[src/design/bcam_pkg.sv]
// package for the buffer congestion alarm monitor
// message kinds, controller states, command and status structs; no dependencies
package bcam_pkg;

    localparam int unsigned MaxDescReset = 65534;
    localparam int unsigned ClearRunReset = 6;

    typedef enum logic [2:0] {
        MSG_INIT    = 3'd0,
        MSG_CLEAR   = 3'd1,
        MSG_WARNING = 3'd2,
        MSG_ALERT   = 3'd3,
        MSG_UPDATE  = 3'd4
    } msg_kind_t;

    typedef enum logic [1:0] {
        REG_MAX_DESC  = 2'd0,
        REG_THRESHOLD = 2'd1,
        REG_CLEAR_RUN = 2'd2
    } reg_index_t;

    typedef enum logic [2:0] {
        ST_IDLE,
        ST_DIVIDE,
        ST_EVAL,
        ST_EMIT_INIT,
        ST_EMIT_UPDATE,
        ST_EMIT_STATE
    } ctrl_state_t;

    typedef struct packed {
        logic load;       // capture sample, start division
        logic div_step;   // one quotient bit
        logic eval;       // run alarm and period logic
        logic emit;       // present a message word
        msg_kind_t kind;  // which message to present
        logic last;       // final word of this sample
    } dp_cmd_t;

    typedef struct packed {
        logic div_done;
        logic need_init;
        logic need_update;
        logic need_state;
    } dp_status_t;

endpackage

[src/design/bcam_datapath.sv]
// datapath: serial divider, alarm level, period counters, output register
// depends on bcam_pkg
module bcam_datapath (
    input  logic                clk,
    input  logic                rst_n,
    input  logic                cfg_write,
    input  logic [1:0]          cfg_index,
    input  logic [31:0]         cfg_value,
    input  logic [23:0]         free_in,
    input  logic [31:0]         rej_in,
    input  bcam_pkg::dp_cmd_t   cmd,
    output bcam_pkg::dp_status_t status,
    input  logic                out_ready,
    output logic                out_valid,
    output logic [127:0]        out_data,
    output logic                out_last
);
    localparam int QBits = 31;

    logic [23:0] max_desc_reg;
    logic [6:0]  thresh_reg;
    logic [7:0]  clr_run_reg;

    logic        seen_reg, seen_next;
    logic [23:0] prev_free_reg, prev_free_next;
    logic [31:0] rej_sum_reg, rej_sum_next;
    logic [1:0]  level_reg, level_next;
    logic [1:0]  mode_reg, mode_next;
    logic [7:0]  clean_reg, clean_next;
    logic [8:0]  psamp_reg, psamp_next;
    logic [8:0]  pbad_reg, pbad_next;
    logic [8:0]  pcnt_reg [3];
    logic [8:0]  pcnt_next [3];
    logic [7:0]  pim_reg, pim_next;
    logic [7:0]  bpim_reg, bpim_next;

    logic [23:0] free_reg;
    logic [31:0] rej_reg;
    logic [31:0] num_reg;     // free*100, shifted out msb first
    logic [24:0] rem_reg;
    logic [30:0] quo_reg;
    logic [4:0]  cnt_reg;
    logic        upd_reg, state_reg;

    // state message snapshot
    logic [1:0]  smsg_level_reg;
    logic [8:0]  smsg_cnt_reg [3];
    logic [1:0]  smsg_mode_reg;
    logic [6:0]  util_reg;

    always_ff @(posedge clk or negedge rst_n)
    begin
        if (!rst_n)
        begin
            max_desc_reg <= 24'(bcam_pkg::MaxDescReset);
            thresh_reg   <= '0;
            clr_run_reg  <= 8'(bcam_pkg::ClearRunReset);
        end
        else if (cfg_write)
        begin
            unique case (cfg_index)
                bcam_pkg::REG_MAX_DESC:  max_desc_reg <= cfg_value[23:0];
                bcam_pkg::REG_THRESHOLD: thresh_reg   <= cfg_value[6:0];
                bcam_pkg::REG_CLEAR_RUN: clr_run_reg  <= cfg_value[7:0];
                default: ;
            endcase
        end
    end

    // divider: restoring, one bit a cycle
    logic [24:0] rem_shift;
    logic [25:0] rem_sub;
    assign rem_shift = {rem_reg[23:0], num_reg[31]};
    assign rem_sub = {1'b0, rem_shift} - {2'b0, max_desc_reg};

    always_ff @(posedge clk or negedge rst_n)
    begin
        if (!rst_n)
            cnt_reg <= '0;
        else if (cmd.load)
            cnt_reg <= 5'(QBits);
        else if (cmd.div_step && cnt_reg != '0)
            cnt_reg <= cnt_reg - 5'd1;
    end

    always_ff @(posedge clk)
    begin
        if (cmd.load)
        begin
            free_reg <= free_in;
            rej_reg  <= rej_in;
            num_reg  <= {1'b0, 31'({7'd0, free_in} * 31'd100)} << 1;
            rem_reg  <= '0;
            quo_reg  <= '0;
        end
        else if (cmd.div_step)
        begin
            num_reg <= num_reg << 1;
            if (!rem_sub[25])
            begin
                rem_reg <= rem_sub[24:0];
                quo_reg <= {quo_reg[29:0], 1'b1};
            end
            else
            begin
                rem_reg <= rem_shift;
                quo_reg <= {quo_reg[29:0], 1'b0};
            end
        end
    end
    assign status.div_done = (cnt_reg == '0);

    // evaluation of one sample
    logic        free_ge;
    logic [6:0]  util;
    logic        over;
    logic [1:0]  cls;
    logic [2:0]  ev;
    logic        fire_state;
    logic        fire_upd;
    logic [8:0]  need_samp;
    logic [7:0]  maxp;
    logic [1:0]  mi;
    logic [7:0]  pim_inc, bpim_inc;
    logic [8:0]  pbad_tmp;
    logic [1:0]  snap_level;
    logic [8:0]  snap_cnt [3];

    assign free_ge = (free_reg >= max_desc_reg);
    assign util = (max_desc_reg == '0 || free_ge) ? 7'd0 : 7'(7'd100 - quo_reg[6:0]);
    assign over = util > thresh_reg;
    assign cls = {rej_reg != '0, over};

    always_comb
    begin
        seen_next = seen_reg;
        prev_free_next = prev_free_reg;
        rej_sum_next = rej_sum_reg;
        level_next = level_reg;
        mode_next = mode_reg;
        clean_next = clean_reg;
        psamp_next = psamp_reg;
        pbad_next = pbad_reg;
        pcnt_next = pcnt_reg;
        pim_next = pim_reg;
        bpim_next = bpim_reg;
        fire_state = 1'b0;
        fire_upd = (prev_free_reg != free_reg) || (rej_reg != '0);
        ev = '0;
        mi = (mode_reg > 2'd2) ? 2'd2 : mode_reg;
        need_samp = (mi == 2'd0) ? 9'd1 : (mi == 2'd1) ? 9'd6 : 9'd360;
        maxp = (mi == 2'd2) ? 8'd1 : 8'd3;
        pim_inc = '0;
        bpim_inc = '0;
        pbad_tmp = '0;
        snap_level = level_reg;
        snap_cnt = pcnt_reg;
        if (cmd.eval)
        begin
            seen_next = 1'b1;
            rej_sum_next = rej_sum_reg + rej_reg;
            prev_free_next = free_reg;
            if (!(level_reg == 2'd0 && cls == 2'd0))
            begin
                if (cls != 2'd0)
                    ev = 3'({1'b0, cls} + 3'd1);
                else
                begin
                    clean_next = clean_reg + 8'd1;
                    if (clean_next >= clr_run_reg)
                        ev = 3'd1;
                end
                psamp_next = psamp_reg + 9'd1;
                if (cls != 2'd0)
                    pcnt_next[cls - 2'd1] = pcnt_reg[cls - 2'd1] + 9'd1;
                if (ev == 3'd1)
                    level_next = 2'd0;
                else if (ev >= 3'd2 && ev - 3'd1 > {1'b0, level_reg})
                    level_next = 2'(ev - 3'd1);
                snap_cnt = pcnt_next;
                snap_level = level_next;
                if (ev != 3'd0 && level_next != level_reg)
                begin
                    fire_state = 1'b1;
                    pim_next = (level_next != 2'd0) ? 8'd1 : 8'd0;
                    bpim_next = pim_next;
                    clean_next = '0;
                    psamp_next = '0;
                    pbad_next = '0;
                    pcnt_next = '{default: '0};
                    mode_next = '0;
                end
                else
                begin
                    pbad_tmp = pbad_reg;
                    if (cls != 2'd0)
                    begin
                        clean_next = '0;
                        if (!(level_reg != 2'd0 && ev < {1'b0, level_reg} + 3'd1))
                            pbad_tmp = pbad_reg + 9'd1;
                    end
                    pbad_next = pbad_tmp;
                    if (psamp_next >= need_samp)
                    begin
                        pim_inc = pim_reg + 8'd1;
                        pim_next = pim_inc;
                        if (pbad_tmp != '0)
                        begin
                            bpim_inc = bpim_reg + 8'd1;
                            bpim_next = bpim_inc;
                            fire_state = 1'b1;
                            if (pim_inc >= maxp || pim_inc != bpim_inc)
                            begin
                                pim_next = '0;
                                bpim_next = '0;
                                mode_next = (mi == 2'd0) ? 2'd1 : 2'd2;
                            end
                        end
                        else if (pim_inc >= (maxp >> 1))
                        begin
                            pim_next = '0;
                            bpim_next = '0;
                            mode_next = (mi == 2'd0) ? 2'd1 : 2'd2;
                        end
                        psamp_next = '0;
                        pbad_next = '0;
                        pcnt_next = '{default: '0};
                    end
                end
            end
        end
    end

    always_ff @(posedge clk or negedge rst_n)
    begin
        if (!rst_n)
        begin
            seen_reg <= 1'b0;
            prev_free_reg <= '0;
            rej_sum_reg <= '0;
            level_reg <= '0;
            mode_reg <= '0;
            clean_reg <= '0;
            psamp_reg <= '0;
            pbad_reg <= '0;
            pcnt_reg <= '{default: '0};
            pim_reg <= '0;
            bpim_reg <= '0;
            upd_reg <= 1'b0;
            state_reg <= 1'b0;
        end
        else
        begin
            seen_reg <= seen_next;
            prev_free_reg <= prev_free_next;
            rej_sum_reg <= rej_sum_next;
            level_reg <= level_next;
            mode_reg <= mode_next;
            clean_reg <= clean_next;
            psamp_reg <= psamp_next;
            pbad_reg <= pbad_next;
            pcnt_reg <= pcnt_next;
            pim_reg <= pim_next;
            bpim_reg <= bpim_next;
            if (cmd.eval)
            begin
                upd_reg <= fire_upd;
                state_reg <= fire_state && thresh_reg != '0;
            end
        end
    end

    // message snapshot taken at evaluation; mode is the one before any change
    always_ff @(posedge clk)
    begin
        if (cmd.eval)
        begin
            smsg_level_reg <= snap_level;
            smsg_cnt_reg <= snap_cnt;
            smsg_mode_reg <= mode_reg;
            util_reg <= util;
        end
    end

    assign status.need_init = !seen_reg;
    assign status.need_update = upd_reg;
    assign status.need_state = state_reg;

    // output register
    logic [127:0] word;
    logic [2:0]   kind_w;
    always_comb
    begin
        word = '0;
        kind_w = cmd.kind;
        unique case (cmd.kind)
            bcam_pkg::MSG_INIT:   word[26:3] = max_desc_reg;
            bcam_pkg::MSG_UPDATE:
            begin
                word[26:3] = free_ge ? 24'd0 : 24'(max_desc_reg - free_reg);
                word[58:27] = rej_sum_reg;
            end
            default:
            begin
                if (smsg_level_reg == 2'd0)
                begin
                    kind_w = bcam_pkg::MSG_CLEAR;
                    word[109:102] = clr_run_reg;
                end
                else
                begin
                    kind_w = (smsg_level_reg == 2'd1) ? bcam_pkg::MSG_WARNING
                                                      : bcam_pkg::MSG_ALERT;
                    word[65:59] = thresh_reg;
                    word[74:66] = smsg_cnt_reg[0];
                    word[83:75] = smsg_cnt_reg[1];
                    word[92:84] = smsg_cnt_reg[2];
                    word[94:93] = smsg_mode_reg;
                    word[101:95] = (smsg_mode_reg == 2'd0) ? util_reg : 7'd0;
                end
            end
        endcase
        word[2:0] = kind_w;
    end

    always_ff @(posedge clk or negedge rst_n)
    begin
        if (!rst_n)
            out_valid <= 1'b0;
        else if (cmd.emit)
            out_valid <= 1'b1;
        else if (out_ready)
            out_valid <= 1'b0;
    end

    always_ff @(posedge clk)
    begin
        if (cmd.emit)
        begin
            out_data <= word;
            out_last <= cmd.last;
        end
    end

    alarm_only_up: assert property (@(posedge clk) disable iff (!rst_n)
        (level_reg != 2'd0 && level_next != level_reg) |-> (level_next == 2'd0 ||
        level_next > level_reg))
        else $error("alarm level dropped without a clear");
    no_emit_over_word: assert property (@(posedge clk) disable iff (!rst_n)
        (out_valid && !out_ready) |-> !cmd.emit)
        else $error("message emitted over an untaken word");
    div_done_before_eval: assert property (@(posedge clk) disable iff (!rst_n)
        cmd.eval |-> status.div_done)
        else $error("evaluation before division finished");
endmodule

[src/design/bcam_ctrl.sv]
// controller: sequences division, evaluation and up to three message words
// depends on bcam_pkg
module bcam_ctrl (
    input  logic                 clk,
    input  logic                 rst_n,
    input  logic                 in_fire,
    input  bcam_pkg::dp_status_t status,
    input  logic                 out_busy,
    output logic                 in_ready,
    output bcam_pkg::dp_cmd_t    cmd
);
    bcam_pkg::ctrl_state_t state_reg, state_next;
    logic init_reg, init_next;

    always_ff @(posedge clk or negedge rst_n)
    begin
        if (!rst_n)
        begin
            state_reg <= bcam_pkg::ST_IDLE;
            init_reg <= 1'b0;
        end
        else
        begin
            state_reg <= state_next;
            init_reg <= init_next;
        end
    end

    always_comb
    begin
        state_next = state_reg;
        init_next = init_reg;
        cmd = '0;
        cmd.kind = bcam_pkg::MSG_INIT;
        in_ready = 1'b0;
        unique case (state_reg)
            bcam_pkg::ST_IDLE:
            begin
                in_ready = 1'b1;
                if (in_fire)
                begin
                    cmd.load = 1'b1;
                    init_next = status.need_init;
                    state_next = bcam_pkg::ST_DIVIDE;
                end
            end
            bcam_pkg::ST_DIVIDE:
            begin
                cmd.div_step = 1'b1;
                if (status.div_done)
                begin
                    cmd.div_step = 1'b0;
                    cmd.eval = 1'b1;
                    state_next = bcam_pkg::ST_EVAL;
                end
            end
            bcam_pkg::ST_EVAL:
            begin
                if (init_reg)
                    state_next = bcam_pkg::ST_EMIT_INIT;
                else if (status.need_update)
                    state_next = bcam_pkg::ST_EMIT_UPDATE;
                else if (status.need_state)
                    state_next = bcam_pkg::ST_EMIT_STATE;
                else
                    state_next = bcam_pkg::ST_IDLE;
            end
            bcam_pkg::ST_EMIT_INIT:
            begin
                if (!out_busy)
                begin
                    cmd.emit = 1'b1;
                    cmd.kind = bcam_pkg::MSG_INIT;
                    cmd.last = !status.need_update && !status.need_state;
                    state_next = status.need_update ? bcam_pkg::ST_EMIT_UPDATE :
                                 status.need_state ? bcam_pkg::ST_EMIT_STATE :
                                 bcam_pkg::ST_IDLE;
                end
            end
            bcam_pkg::ST_EMIT_UPDATE:
            begin
                if (!out_busy)
                begin
                    cmd.emit = 1'b1;
                    cmd.kind = bcam_pkg::MSG_UPDATE;
                    cmd.last = !status.need_state;
                    state_next = status.need_state ? bcam_pkg::ST_EMIT_STATE :
                                 bcam_pkg::ST_IDLE;
                end
            end
            bcam_pkg::ST_EMIT_STATE:
            begin
                if (!out_busy)
                begin
                    cmd.emit = 1'b1;
                    cmd.kind = bcam_pkg::MSG_CLEAR;
                    cmd.last = 1'b1;
                    state_next = bcam_pkg::ST_IDLE;
                end
            end
            default: state_next = bcam_pkg::ST_IDLE;
        endcase
    end

    ready_only_idle: assert property (@(posedge clk) disable iff (!rst_n)
        in_ready |-> state_reg == bcam_pkg::ST_IDLE)
        else $error("input taken outside idle");
    load_starts_divide: assert property (@(posedge clk) disable iff (!rst_n)
        cmd.load |=> state_reg == bcam_pkg::ST_DIVIDE)
        else $error("load did not start division");
    emit_with_last: assert property (@(posedge clk) disable iff (!rst_n)
        (cmd.emit && state_reg == bcam_pkg::ST_EMIT_STATE) |-> cmd.last)
        else $error("state message not marked last");
endmodule

[src/design/buffer_congestion_alarm_monitor.sv]
// top level of the buffer congestion alarm monitor
// instantiates bcam_ctrl and bcam_datapath; depends on bcam_pkg
//
// One input word is one periodic sample (free descriptors, rejected packets).
// The block works out utilization percent with a restoring divider that
// produces one quotient bit a cycle, then updates the alarm level and the
// period counters, then sends up to three message words: init (first sample
// only), update (free count changed or packets rejected), and one clear,
// warning or alert word. A sample occupies the block through the 31-step
// division, the evaluation and each message word, and for longer while the
// output stalls. A new sample is taken only after the previous one's words
// have all gone into the output register. Configuration writes are always
// accepted and must only be made while the block is idle.
module buffer_congestion_alarm_monitor (
    input  logic         clk,
    input  logic         rst_n,
    // configuration write channel
    input  logic         cfg_valid,
    output logic         cfg_ready,
    input  logic [1:0]   cfg_index,
    input  logic [31:0]  cfg_data,
    // sample input
    input  logic         s_axis_tvalid,
    output logic         s_axis_tready,
    input  logic [55:0]  s_axis_tdata,   // free_descriptors[23:0], rejected_packets[55:24]
    // message output
    output logic         m_axis_tvalid,
    input  logic         m_axis_tready,
    output logic [111:0] m_axis_tdata,   // msg_kind, descriptor_value, rejected_total,
                                         // threshold_echo, period_over_threshold,
                                         // period_rejecting, period_both, alert_rate,
                                         // utilization_pct, clear_run_echo
    output logic         m_axis_tlast    // last word of this sample
);
    bcam_pkg::dp_cmd_t    cmd;
    bcam_pkg::dp_status_t status;
    logic                 in_fire;
    logic [127:0]         word;

    assign cfg_ready = 1'b1;
    assign in_fire = s_axis_tvalid && s_axis_tready;
    assign m_axis_tdata = word[111:0];

    bcam_ctrl u_ctrl (
        .clk      (clk),
        .rst_n    (rst_n),
        .in_fire  (in_fire),
        .status   (status),
        .out_busy (m_axis_tvalid && !m_axis_tready),
        .in_ready (s_axis_tready),
        .cmd      (cmd)
    );

    bcam_datapath u_dp (
        .clk       (clk),
        .rst_n     (rst_n),
        .cfg_write (cfg_valid),
        .cfg_index (cfg_index),
        .cfg_value (cfg_data),
        .free_in   (s_axis_tdata[23:0]),
        .rej_in    (s_axis_tdata[55:24]),
        .cmd       (cmd),
        .status    (status),
        .out_ready (m_axis_tready),
        .out_valid (m_axis_tvalid),
        .out_data  (word),
        .out_last  (m_axis_tlast)
    );

    word_bits_zero: assert property (@(posedge clk) disable iff (!rst_n)
        m_axis_tvalid |-> word[127:111] == '0)
        else $error("padding bits set");
    stall_holds: assert property (@(posedge clk) disable iff (!rst_n)
        (m_axis_tvalid && !m_axis_tready) |=> $stable(m_axis_tdata))
        else $error("output changed while stalled");
    no_take_while_busy: assert property (@(posedge clk) disable iff (!rst_n)
        in_fire |=> !s_axis_tready)
        else $error("second sample taken during work");
endmodule
[config.mk]
export PLATFORM = sky130hd
export DESIGN_NAME = buffer_congestion_alarm_monitor
export DESIGN_NICKNAME = d
export VERILOG_FILES = /design/src/design/bcam_pkg.sv /design/src/design/bcam_datapath.sv /design/src/design/bcam_ctrl.sv /design/src/design/buffer_congestion_alarm_monitor.sv
export SDC_FILE = /design/constraint.sdc
export NUM_CORES = 1
export LEC_CHECK = 0
export BUFFER_PORTS_ARGS = -buffer_cell sky130_fd_sc_hd__buf_2
export CAP_MARGIN = 20
export CORE_ASPECT_RATIO = 0.7
export CORE_MARGIN = 4
export CORE_UTILIZATION = 66
export CTS_CLUSTER_DIAMETER = 150
export DETAILED_ROUTE_END_ITERATION = 16
export MAX_ROUTING_LAYER = met4
export PLACE_DENSITY = 0.95
export SLEW_MARGIN = 20
export SYNTH_ARGS = -nofsm -noshare
export SYNTH_HDL_FRONTEND = slang
export SYNTH_SLANG_ARGS = --single-unit
[constraint.sdc]
create_clock -name clk -period 21.8 [get_ports clk]
set_clock_uncertainty 0.15 [all_clocks]
set_input_delay 3.27 -clock clk [delete_from_list [all_inputs] [get_ports clk]]
set_output_delay 3.27 -clock clk [all_outputs]
set_load 0.02 [all_outputs]
# Word level (Yosys, flattened, before mapping)
# Cells that the tools add are included.
# word_totals
inputBits,95
out_inout_bits,116
reg_bits,446
wordCells,233
# classes
reduce_logical,53
addsub,15
n_bitwise,4
order_cmp,12
mul,1
n_mux,88
n_eq_ne,21
# ops
op,n
9-bit 2-to-1 mux,14
27-bit 2-to-1 mux,4
8-bit 2-to-1 mux,12
32-bit 2-to-1 mux,2
24-bit 2-to-1 mux,2
24-bit one-hot mux with 2 select lines,1
3-bit 2-to-1 mux,13
32-bit adder,1
32-bit nonzero test,1
2-bit 2-to-1 mux,15
24-bit by 5-bit multiplier with 29-bit output (second input constant),1
9-bit by 1-bit adder with 9-bit output (second input constant),3
27-bit bitwise mux,1
25-bit by 24-bit subtractor with 26-bit output,1
5-bit 2-to-1 mux,5
8-bit by 1-bit adder with 8-bit output (second input constant),3
24-bit >= comparator,1
24-bit logical NOT,1
24-bit inequality test,1
24-bit subtractor,1
9-bit binary-select mux with 2-bit select,1
9-bit demux with 2-bit select,1
3-bit one-hot mux with 6 select lines,1
8-bit >= comparator,2
other kinds (46),106

# Longest topological paths before layout
# Gate-level depths: netlist of run 1.
# logic_depth
depth_word,27
depth_mapped,36
ltp_nobuf,32

# By module
# A second synthesis of run 1 with hierarchy kept.
# hier_totals
hier_cells,2513
area_unflattened_um2,26255.2
# modules_own_cells
mod,instances,seq_area_each_um2,cells_each,area_per_inst_um2
bcam_datapath,1,12097.9,2462,25861.1
bcam_ctrl,1,100.1,47,362.8
buffer_congestion_alarm_monitor,1,0.0,4,31.3

# Least setup slack after synthesis of run 1
# Ideal clock, no wire load.
# synth_path
path_kind,in2reg
from,input port m_axis_tready
to,"register u_dp.out_data[0], enable pin"
slack_ns,13.137
required_ns,21.068
arrival_ns,7.930
path_buffers,0
cell_stages,2
setup_time_ns,0.582
path_cell_list,nor2b_1 > nor2_1
# synth_lines
element,line_no,source
from (decl),buffer_congestion_alarm_monitor.sv:28,"input logic m_axis_tready,"
to (signal assigned),bcam_datapath.sv:340,out_data <= word;
to (decl),bcam_datapath.sv:15,"output logic [127:0] out_data,"

# Worst setup path after layout of run 1
# layout_path
from,register u_dp.max_desc_reg[0]
to,register u_dp.bpim_reg[0]
# layout_between
elab_chain_cells,19
word_cells_on_any_way,41
classes_between,add/sub: 2; order compare: 5; eq/ne: 2; mux: 17; bitwise: 1; reduce/logical: 14
# layout_rtl
element,line_no,source
from (decl),bcam_datapath.sv:20,logic [23:0] max_desc_reg;
from (signal assigned),bcam_datapath.sv:55,max_desc_reg <= 24'(bcam_pkg::MaxDescReset);
from (signal assigned),bcam_datapath.sv:62,bcam_pkg::REG_MAX_DESC: max_desc_reg <= cfg_value[23:0];
24-bit >= comparator / 24-bit logical NOT (equally long branches),"bcam_datapath.sv:129, bcam_datapath.sv:130",
1-bit logical OR (*),bcam_datapath.sv:130,assign util = (max_desc_reg == '0 || free_ge) ? 7'd0 : 7'(7'd100 - quo_reg[6:0]);
7-bit 2-to-1 mux (*),bcam_datapath.sv:130,
via u_dp.util[1],bcam_datapath.sv:115,logic [6:0] util;
7-bit greater-than comparator (*),bcam_datapath.sv:131,assign over = util > thresh_reg;
2-bit by 1-bit adder with 3-bit output / 2-bit nonzero test (equally long branches),"bcam_datapath.sv:166, bcam_datapath.sv:165, bcam_datapath.sv:196",
3-bit 2-to-1 mux,bcam_datapath.sv:165,if (cls != 2'd0)
3-bit 2-to-1 mux,bcam_datapath.sv:163,if (!(level_reg == 2'd0 && cls == 2'd0))
[4 not listed],-,
2-bit 2-to-1 mux / 9-bit 2-to-1 mux (equally long branches),"bcam_datapath.sv:178, bcam_datapath.sv:196",
2-bit 2-to-1 mux / 9-bit 2-to-1 mux (equally long branches),"bcam_datapath.sv:176, bcam_datapath.sv:182",
2-bit 2-to-1 mux / 9-bit 2-to-1 mux (equally long branches),bcam_datapath.sv:163,
2-bit 2-to-1 mux / 9-bit 2-to-1 mux (equally long branches),bcam_datapath.sv:158,if (cmd.eval)
2-bit inequality test / 9-bit nonzero test (equally long branches),"bcam_datapath.sv:182, bcam_datapath.sv:207",
1-bit logical AND / 8-bit 2-to-1 mux (equally long branches),"bcam_datapath.sv:182, bcam_datapath.sv:207",
3-bit nonzero test (no source line) (tied with other cells),-,
4-bit AND reduction (no source line) / 8-bit 2-to-1 mux (equally long branches),-,
to (signal assigned),bcam_datapath.sv:264,bpim_reg <= bpim_next;
to (decl),bcam_datapath.sv:35,"logic [7:0] bpim_reg, bpim_next;"
# Mark *: on every way through the listed nets, which the timed path passes. The rest lies on a longest branch. The select of a mux whose other input is x is not followed.
# A chain may end at the register's enable or synchronous reset.

==> results of run 1 <==
## synth_stat cells (6+ instances only)
cell type and count:
buf_1 8, nor4_1 35, o211ai_1 13, and3_1 17, edfxtp_1 234, xor2_1 66, and2_1 93, nand4_1 24
buf_2 10, or3_1 6, nor2b_1 34, a211oi_1 21, nand3_1 61, o2111ai_1 15, dfrtp_1 164, o21ai_0 230
mux2i_1 25, nand2b_1 28, a31o_2 8, o21a_1 20, o31ai_1 16, a31oi_1 28, o21bai_1 15, inv_1 216
fa_1 22, nand2_1 276, dfstp_2 17, a21oi_1 101, ha_1 202, nand3b_1 10, nor2_1 102, dfxtp_1 31
xnor2_1 61, a22o_1 43, mux2_2 18, a32o_1 11, a21o_1 49, clkbuf_1 64, or4_1 6, o21ai_1 7
nor3_1 31
## cells by family (layout without fill, tap and decap cells)
group / count (synthesis) / in the layout
AND/OR/NAND/NOR: 759 / 759
AO/OA/AOI/OAI: 637 / 637
flip-flops: 446 / 446
buffers and inverters: 303 / 516
adder cells (fa/ha/maj): 224 / 224
XOR/XNOR: 127 / 127
multiplexers: 45 / 45
other: 2 / 7
## layout make-up
| type | count | area, µm² |
|---|---|---|
| antenna | 4 | 10.0 |
| fill | 2529 | 9710 |
| sequential | 446 | 12200 |
| timing repair buffer | 220 | 1180 |
| multi-input combinational | 1795 | 12500 |
| tap | 527 | 659 |
| clock inverter | 22 | 274 |
| clock buffer | 58 | 1220 |
| inverter | 216 | 811 |
## worst max-delay path: cells and delay by family (launching register included)
| family | cells | cell delay [ns] |
|---|---|---|
| buffers and inverters | 3 | 0.55 |
| muxes | 1 | 0.34 |
| adders and majority gates | 5 | 1.97 |
| and+or+nand+nor | 5 | 1.08 |
| AOI/OAI and AO/OA | 15 | 4.53 |
| DFF | 1 | 0.42 |
## routing by layer
metal / wire length (µm) / share of wire / vias up / GRT usage
li1: - / - / 9492 / -
met1: 27400 / 0.41 / 10100 / 0.432
met2: 30800 / 0.46 / 1186 / 0.497
met3: 6640 / 0.099 / 233 / 0.0608
met4: 2380 / 0.035 / 0 / 0.105
met5: 0 / 0 / - / -
## power by group
| part | internal, µW | switching (µW) | leakage [µW] |
|---|---|---|---|
| clock network | 457 | 336 | 0.000720 |
| logic | 387 | 644 | 0.00719 |
| registers | 1010 | 75.0 | 0.00460 |
## final timing paths
| path | startpoint | to | slack [ns] | cells past startpoint |
|---|---|---|---|---|
| max | u_dp.max_desc_reg[0] | u_dp.bpim_reg[0] | 12.62 | 29 |
| min in group asynchronous | rst_n | u_dp.pcnt_reg[5] | 2.51 | 1 |
| min reg2reg | u_dp.seen_reg | u_dp.seen_reg | 0.34 | 1 |
| max in group asynchronous | rst_n | u_dp.clean_reg[0] | 16.88 | 3 |
| max reg2reg | u_dp.max_desc_reg[0] | u_dp.bpim_reg[0] | 12.62 | 29 |
| min | u_dp.seen_reg | u_dp.seen_reg | 0.34 | 1 |
## stage by stage
stage / cells / area, µm²
after floorplan: 2544 / 25900
after global placement: 3203 / 27400
after detailed placement: 3203 / 27400
after CTS: 3283 / 28800
after global routing: 3288 / 28900
final: 3288 / 28900
==> run metrics, run 1 <==
CTS buffer count=43; Synth Area in XOR/XNOR=0.0430; initial antenna violation count=3; first-pass GRT wire length=between 100000 and 150000 µm; First DRT Iteration DRCs=2544; Clock Sinks=about 450; WL final=67200 µm; cell mode on critical path=ha_1; routed vias/inst=approximately 6.4; dominant cells by area after synthesis=edfxtp_1 (27%), dfrtp_1 (16%), ha_1 (9.8%); Leak Pwr=about 0.013 µW; Total GRT Usage=0.321; post-synthesis mux area share=0.0184; H-tree levels=2; post-synth cell types=93; Avg WL per Cell=approximately 20 µm; dpl hpwl=between 40000 and 50000 µm; minimum clock period=between 9 and 10 ns; FP Rows=60; vias in the first global route=around 21000; die area=~42000 µm²; Synth Flop Type=edfxtp_1; largest family of logic cells by synthesized area=compound AO/OA/AOI/OAI gates; Crit path arrival time=roughly 9.5 ns; Yosys top cell area share=0.272; yosys warns=0; Initial Utilization=0.670; synth-to-layout area growth=11.7%; Required @ worst endpoint=approximately 22 ns; Final Setup Violations=0; Max Cap Viol=0; Post-Synth Adder-Cell Area=0.115; Worst Hold Class=reg -> reg; post-layout util=0.748; Setup crit end kind=flip-flop; Worst-Margin Slew=1.07 ns; later-pin clock latency in the skew report=roughly 0.57 ns; Final #Nets=just over 3000; # DRC=0; final worst slack=roughly 13 ns; pre-CTS setup slack=between 10 and 15 ns; Post-CTS Setup Repair Bufs=0; area of the mapped netlist=25900 µm²; Relative slew margins=0.289; via count=around 21000; worst-path fanout max=17; CP peak stage delay=approximately 0.74 ns; Hold Buf Count CTS=0; cell taking the most area after synthesis=edfxtp_1; Ports=211; Tcrit/Tclk final=0.421; proportion of layout cells with a drive suffix above 1=0.133; ANT nets after route=0; ys async rst share=0.406; EDFF count, synth=234; Final TNS setup=0 ns; gr ovfl total=0; unrepaired setup endpoints after global routing=no; # resized after CTS=0; WHS=approximately 0.34 ns; DRT Pass-1 Iters=6; outcome=finished, final reports clean; commonest cells after routing, fill and taps aside=nand2_1 (274), edfxtp_1 (234), o21ai_0 (230); Largest register FFs=110; cells after synthesis=~2500; Synth Area per Inst=about 10 µm²; chip width=245 µm; Die Y=about 170 µm; Core Region=approximately 39000 µm²; Root Driver=clkbuf_16; Design Power=2910 µW; Critical-path top delay cell=a2111oi_0; Power per Cell Area=a little over 100 nW/µm²; Seq/Total Area, Yosys=0.472; Compound-Gate Fraction of Synth Area=0.160; Synth Area in Simple Gates=0.147; number of synthesized register bits=between 400 and 500; CTS tree=yes; most common cell after layout, fill and taps aside=nand2_1; Final Max Slew Viols=0; Reg clk slew, reported paths=about 0.07 ns; fmax=between 0.1 and 0.15 GHz; Fin. Hold Viols=0; gpl congestion=around 0.99; nature of the critical path startpoint=flip-flop; pin count of the biggest net entering global routing=between 80 and 90; Crit Path Category=reg -> reg; VDD IR max=between 0.1 and 0.15 mV; IO buf count=around 200; CTS Buffer Depth=3
(Power assumes the default switching activity.)
==> run 2: changes to the inputs <==
--- a/config.mk
+++ b/config.mk
@@ -9,11 +9,11 @@
 export CAP_MARGIN = 20
 export CORE_ASPECT_RATIO = 0.7
 export CORE_MARGIN = 4
-export CORE_UTILIZATION = 66
+export CORE_UTILIZATION = 55
 export CTS_CLUSTER_DIAMETER = 150
 export DETAILED_ROUTE_END_ITERATION = 16
 export MAX_ROUTING_LAYER = met4
-export PLACE_DENSITY = 0.95
+export PLACE_DENSITY = 0.86
 export SLEW_MARGIN = 20
 export SYNTH_ARGS = -nofsm -noshare
 export SYNTH_HDL_FRONTEND = slang
==> constraint.sdc (replaced) <==
create_clock -name clk -period 8.3 [get_ports clk]
set_clock_uncertainty 0.15 [all_clocks]
set_input_delay 1.245 -clock clk [delete_from_list [all_inputs] [get_ports clk]]
set_output_delay 1.245 -clock clk [all_outputs]
set_load 0.02 [all_outputs]
==> run 2 against run 1 <==
Compared with the run above:
- via count is 2.2% lower
- critical path depth increased by 4
- non-clock buffer count rose by 13
- largest power group unchanged
- die area increased by 19%
- critical path type unchanged
- highest routed layer unchanged
==> run metrics, run 2 (synthesized netlist as in run 1, its figures left out) <==
outcome=finished, final reports clean; Required @ worst endpoint=between 8 and 9 ns; Root Driver=clkbuf_16; Initial Utilization=0.556; First DRT Iteration DRCs=roughly 2000; Worst-Margin Slew=between 1 and 1.5 ns; WL final=66800 µm; Critical-path top delay cell=dfrtp_1; routed vias/inst=approximately 6.1; most common cell after layout, fill and taps aside=nand2_1; cell mode on critical path=ha_1; Final Max Slew Viols=0; dpl hpwl=~49000 µm; VDD IR max=0.170 mV; pin count of the biggest net entering global routing=93; Setup crit end kind=flip-flop; gpl congestion=0.957; Leak Pwr=around 0.013 µW; gr ovfl total=0; CTS buffer count=44; Largest register FFs=110; CTS tree=yes; Layout fillers=between 3000 and 4000; FF-to-FF setup slack=about 0.35 ns; fin area=between 20000 and 30000 µm²; chip width=approximately 270 µm; synth-to-layout area growth=12.9%; Die Y=around 190 µm; Power per Cell Area=about 270 nW/µm²; fmax=0.126 GHz; via count=slightly above 20000; ANT nets after route=0; Avg WL per Cell=19.7 µm; unrepaired setup endpoints after global routing=no; Post-DP Area=around 28000 µm²; Crit Path Category=reg -> reg; Tcrit/Tclk final=0.958; Crit path arrival time=8.28 ns; Worst Hold Class=reg -> reg; Final Setup Violations=0; Clock Sinks=between 400 and 500; IO buf count=about 200; DRT Pass-1 Iters=6; minimum clock period=7.95 ns; CP peak stage delay=0.42 ns; nature of the critical path startpoint=flip-flop; # DRC=0; Final TNS setup=0 ns; vias in the first global route=20100; proportion of layout cells with a drive suffix above 1=0.137; Fin. Hold Viols=0; post-layout util=0.628; Ports=211; first-pass GRT wire length=around 110000 µm; initial antenna violation count=6; die area=50600 µm²; worst-path fanout max=39; Max Cap Viol=0; H-tree levels=2; Reg clk slew, reported paths=roughly 0.060 ns; later-pin clock latency in the skew report=about 0.57 ns; Core Region=46500 µm²; Total GRT Usage=0.267; Final #Nets=between 3000 and 4000; commonest cells after routing, fill and taps aside=nand2_1 (274), edfxtp_1 (234), o21ai_0 (229); FP Rows=66; CTS Buffer Depth=3; Relative slew margins=0.295
## run 2: timing repair
action | in CTS | in global routing
pin swaps | 0 | 2
gates resized for setup | 1 | 7
setup endpoints to repair | 10 | 71
buffers inserted | 0 | 4
hold buffers | 0 | 0
hold endpoints to repair | 0 | 0
## run 2: report_power, final
group          internal, µW  switching [µW]
Clock                  1280             888
Combinational          1050            1700
Sequential             2650             187
Total                  4970            2770
## run 2: metal layers
metal | track usage | wire length (µm) | share of wire | vias up
li1 | - | - | - | 9557
met1 | 0.363 | 29200 | 0.44 | 9905
met2 | 0.417 | 30200 | 0.45 | 931
met3 | 0.0534 | 6030 | 0.090 | 126
met4 | 0.0634 | 1340 | 0.020 | 0
met5 | - | 0 | 0 | -
## run 2: worst paths after layout
kind | end | from | depth (start not counted)
worst max-delay path | u_dp.pcnt_reg[21] | u_dp.max_desc_reg[0] | 33
worst min-delay path | u_ctrl.init_reg | u_dp.seen_reg | 1
worst max register to register | u_dp.pcnt_reg[21] | u_dp.max_desc_reg[0] | 33
worst min register to register | u_ctrl.init_reg | u_dp.seen_reg | 1
max in group asynchronous | u_dp.cnt_reg[2] | rst_n | 2
min in group asynchronous | u_dp.pcnt_reg[2] | rst_n | 1
## run 2: area by class of cell
class                      instances  area [µm²]  share of cell area
multi-input combinational       1795       12600               0.431
antenna                            6        15.0            0.000514
sequential                       446       12200               0.418
inverter                         216         812              0.0278
tap                              612         766              0.0262
timing repair buffer             233        1270              0.0435
clock inverter                    23         357              0.0122
clock buffer                      59        1200              0.0411
## run 2: per-stage QoR
stage	total power (µW)	setup slack, ns	hold WS [ns]	instances
2_1_floorplan	4800	0.741	0.279	2544
3_3_place_gp	5340	0.269	0.294	3298
3_5_place_dp	5470	-0.101	0.317	3298
4_1_cts	7640	0.0653	0.330	3380
5_1_grt	8150	0.00213	0.355	3390
6_report	7750	0.345	0.329	3390
## run 2: worst max-delay path, delay by kind of cell (launching register included)
kind | cells | cell delay (ns)
fa+ha+maj | 6 | 1.81
flops | 1 | 0.42
simple gates | 5 | 1.09
compound gates | 19 | 4.03
buf+inv | 3 | 0.37
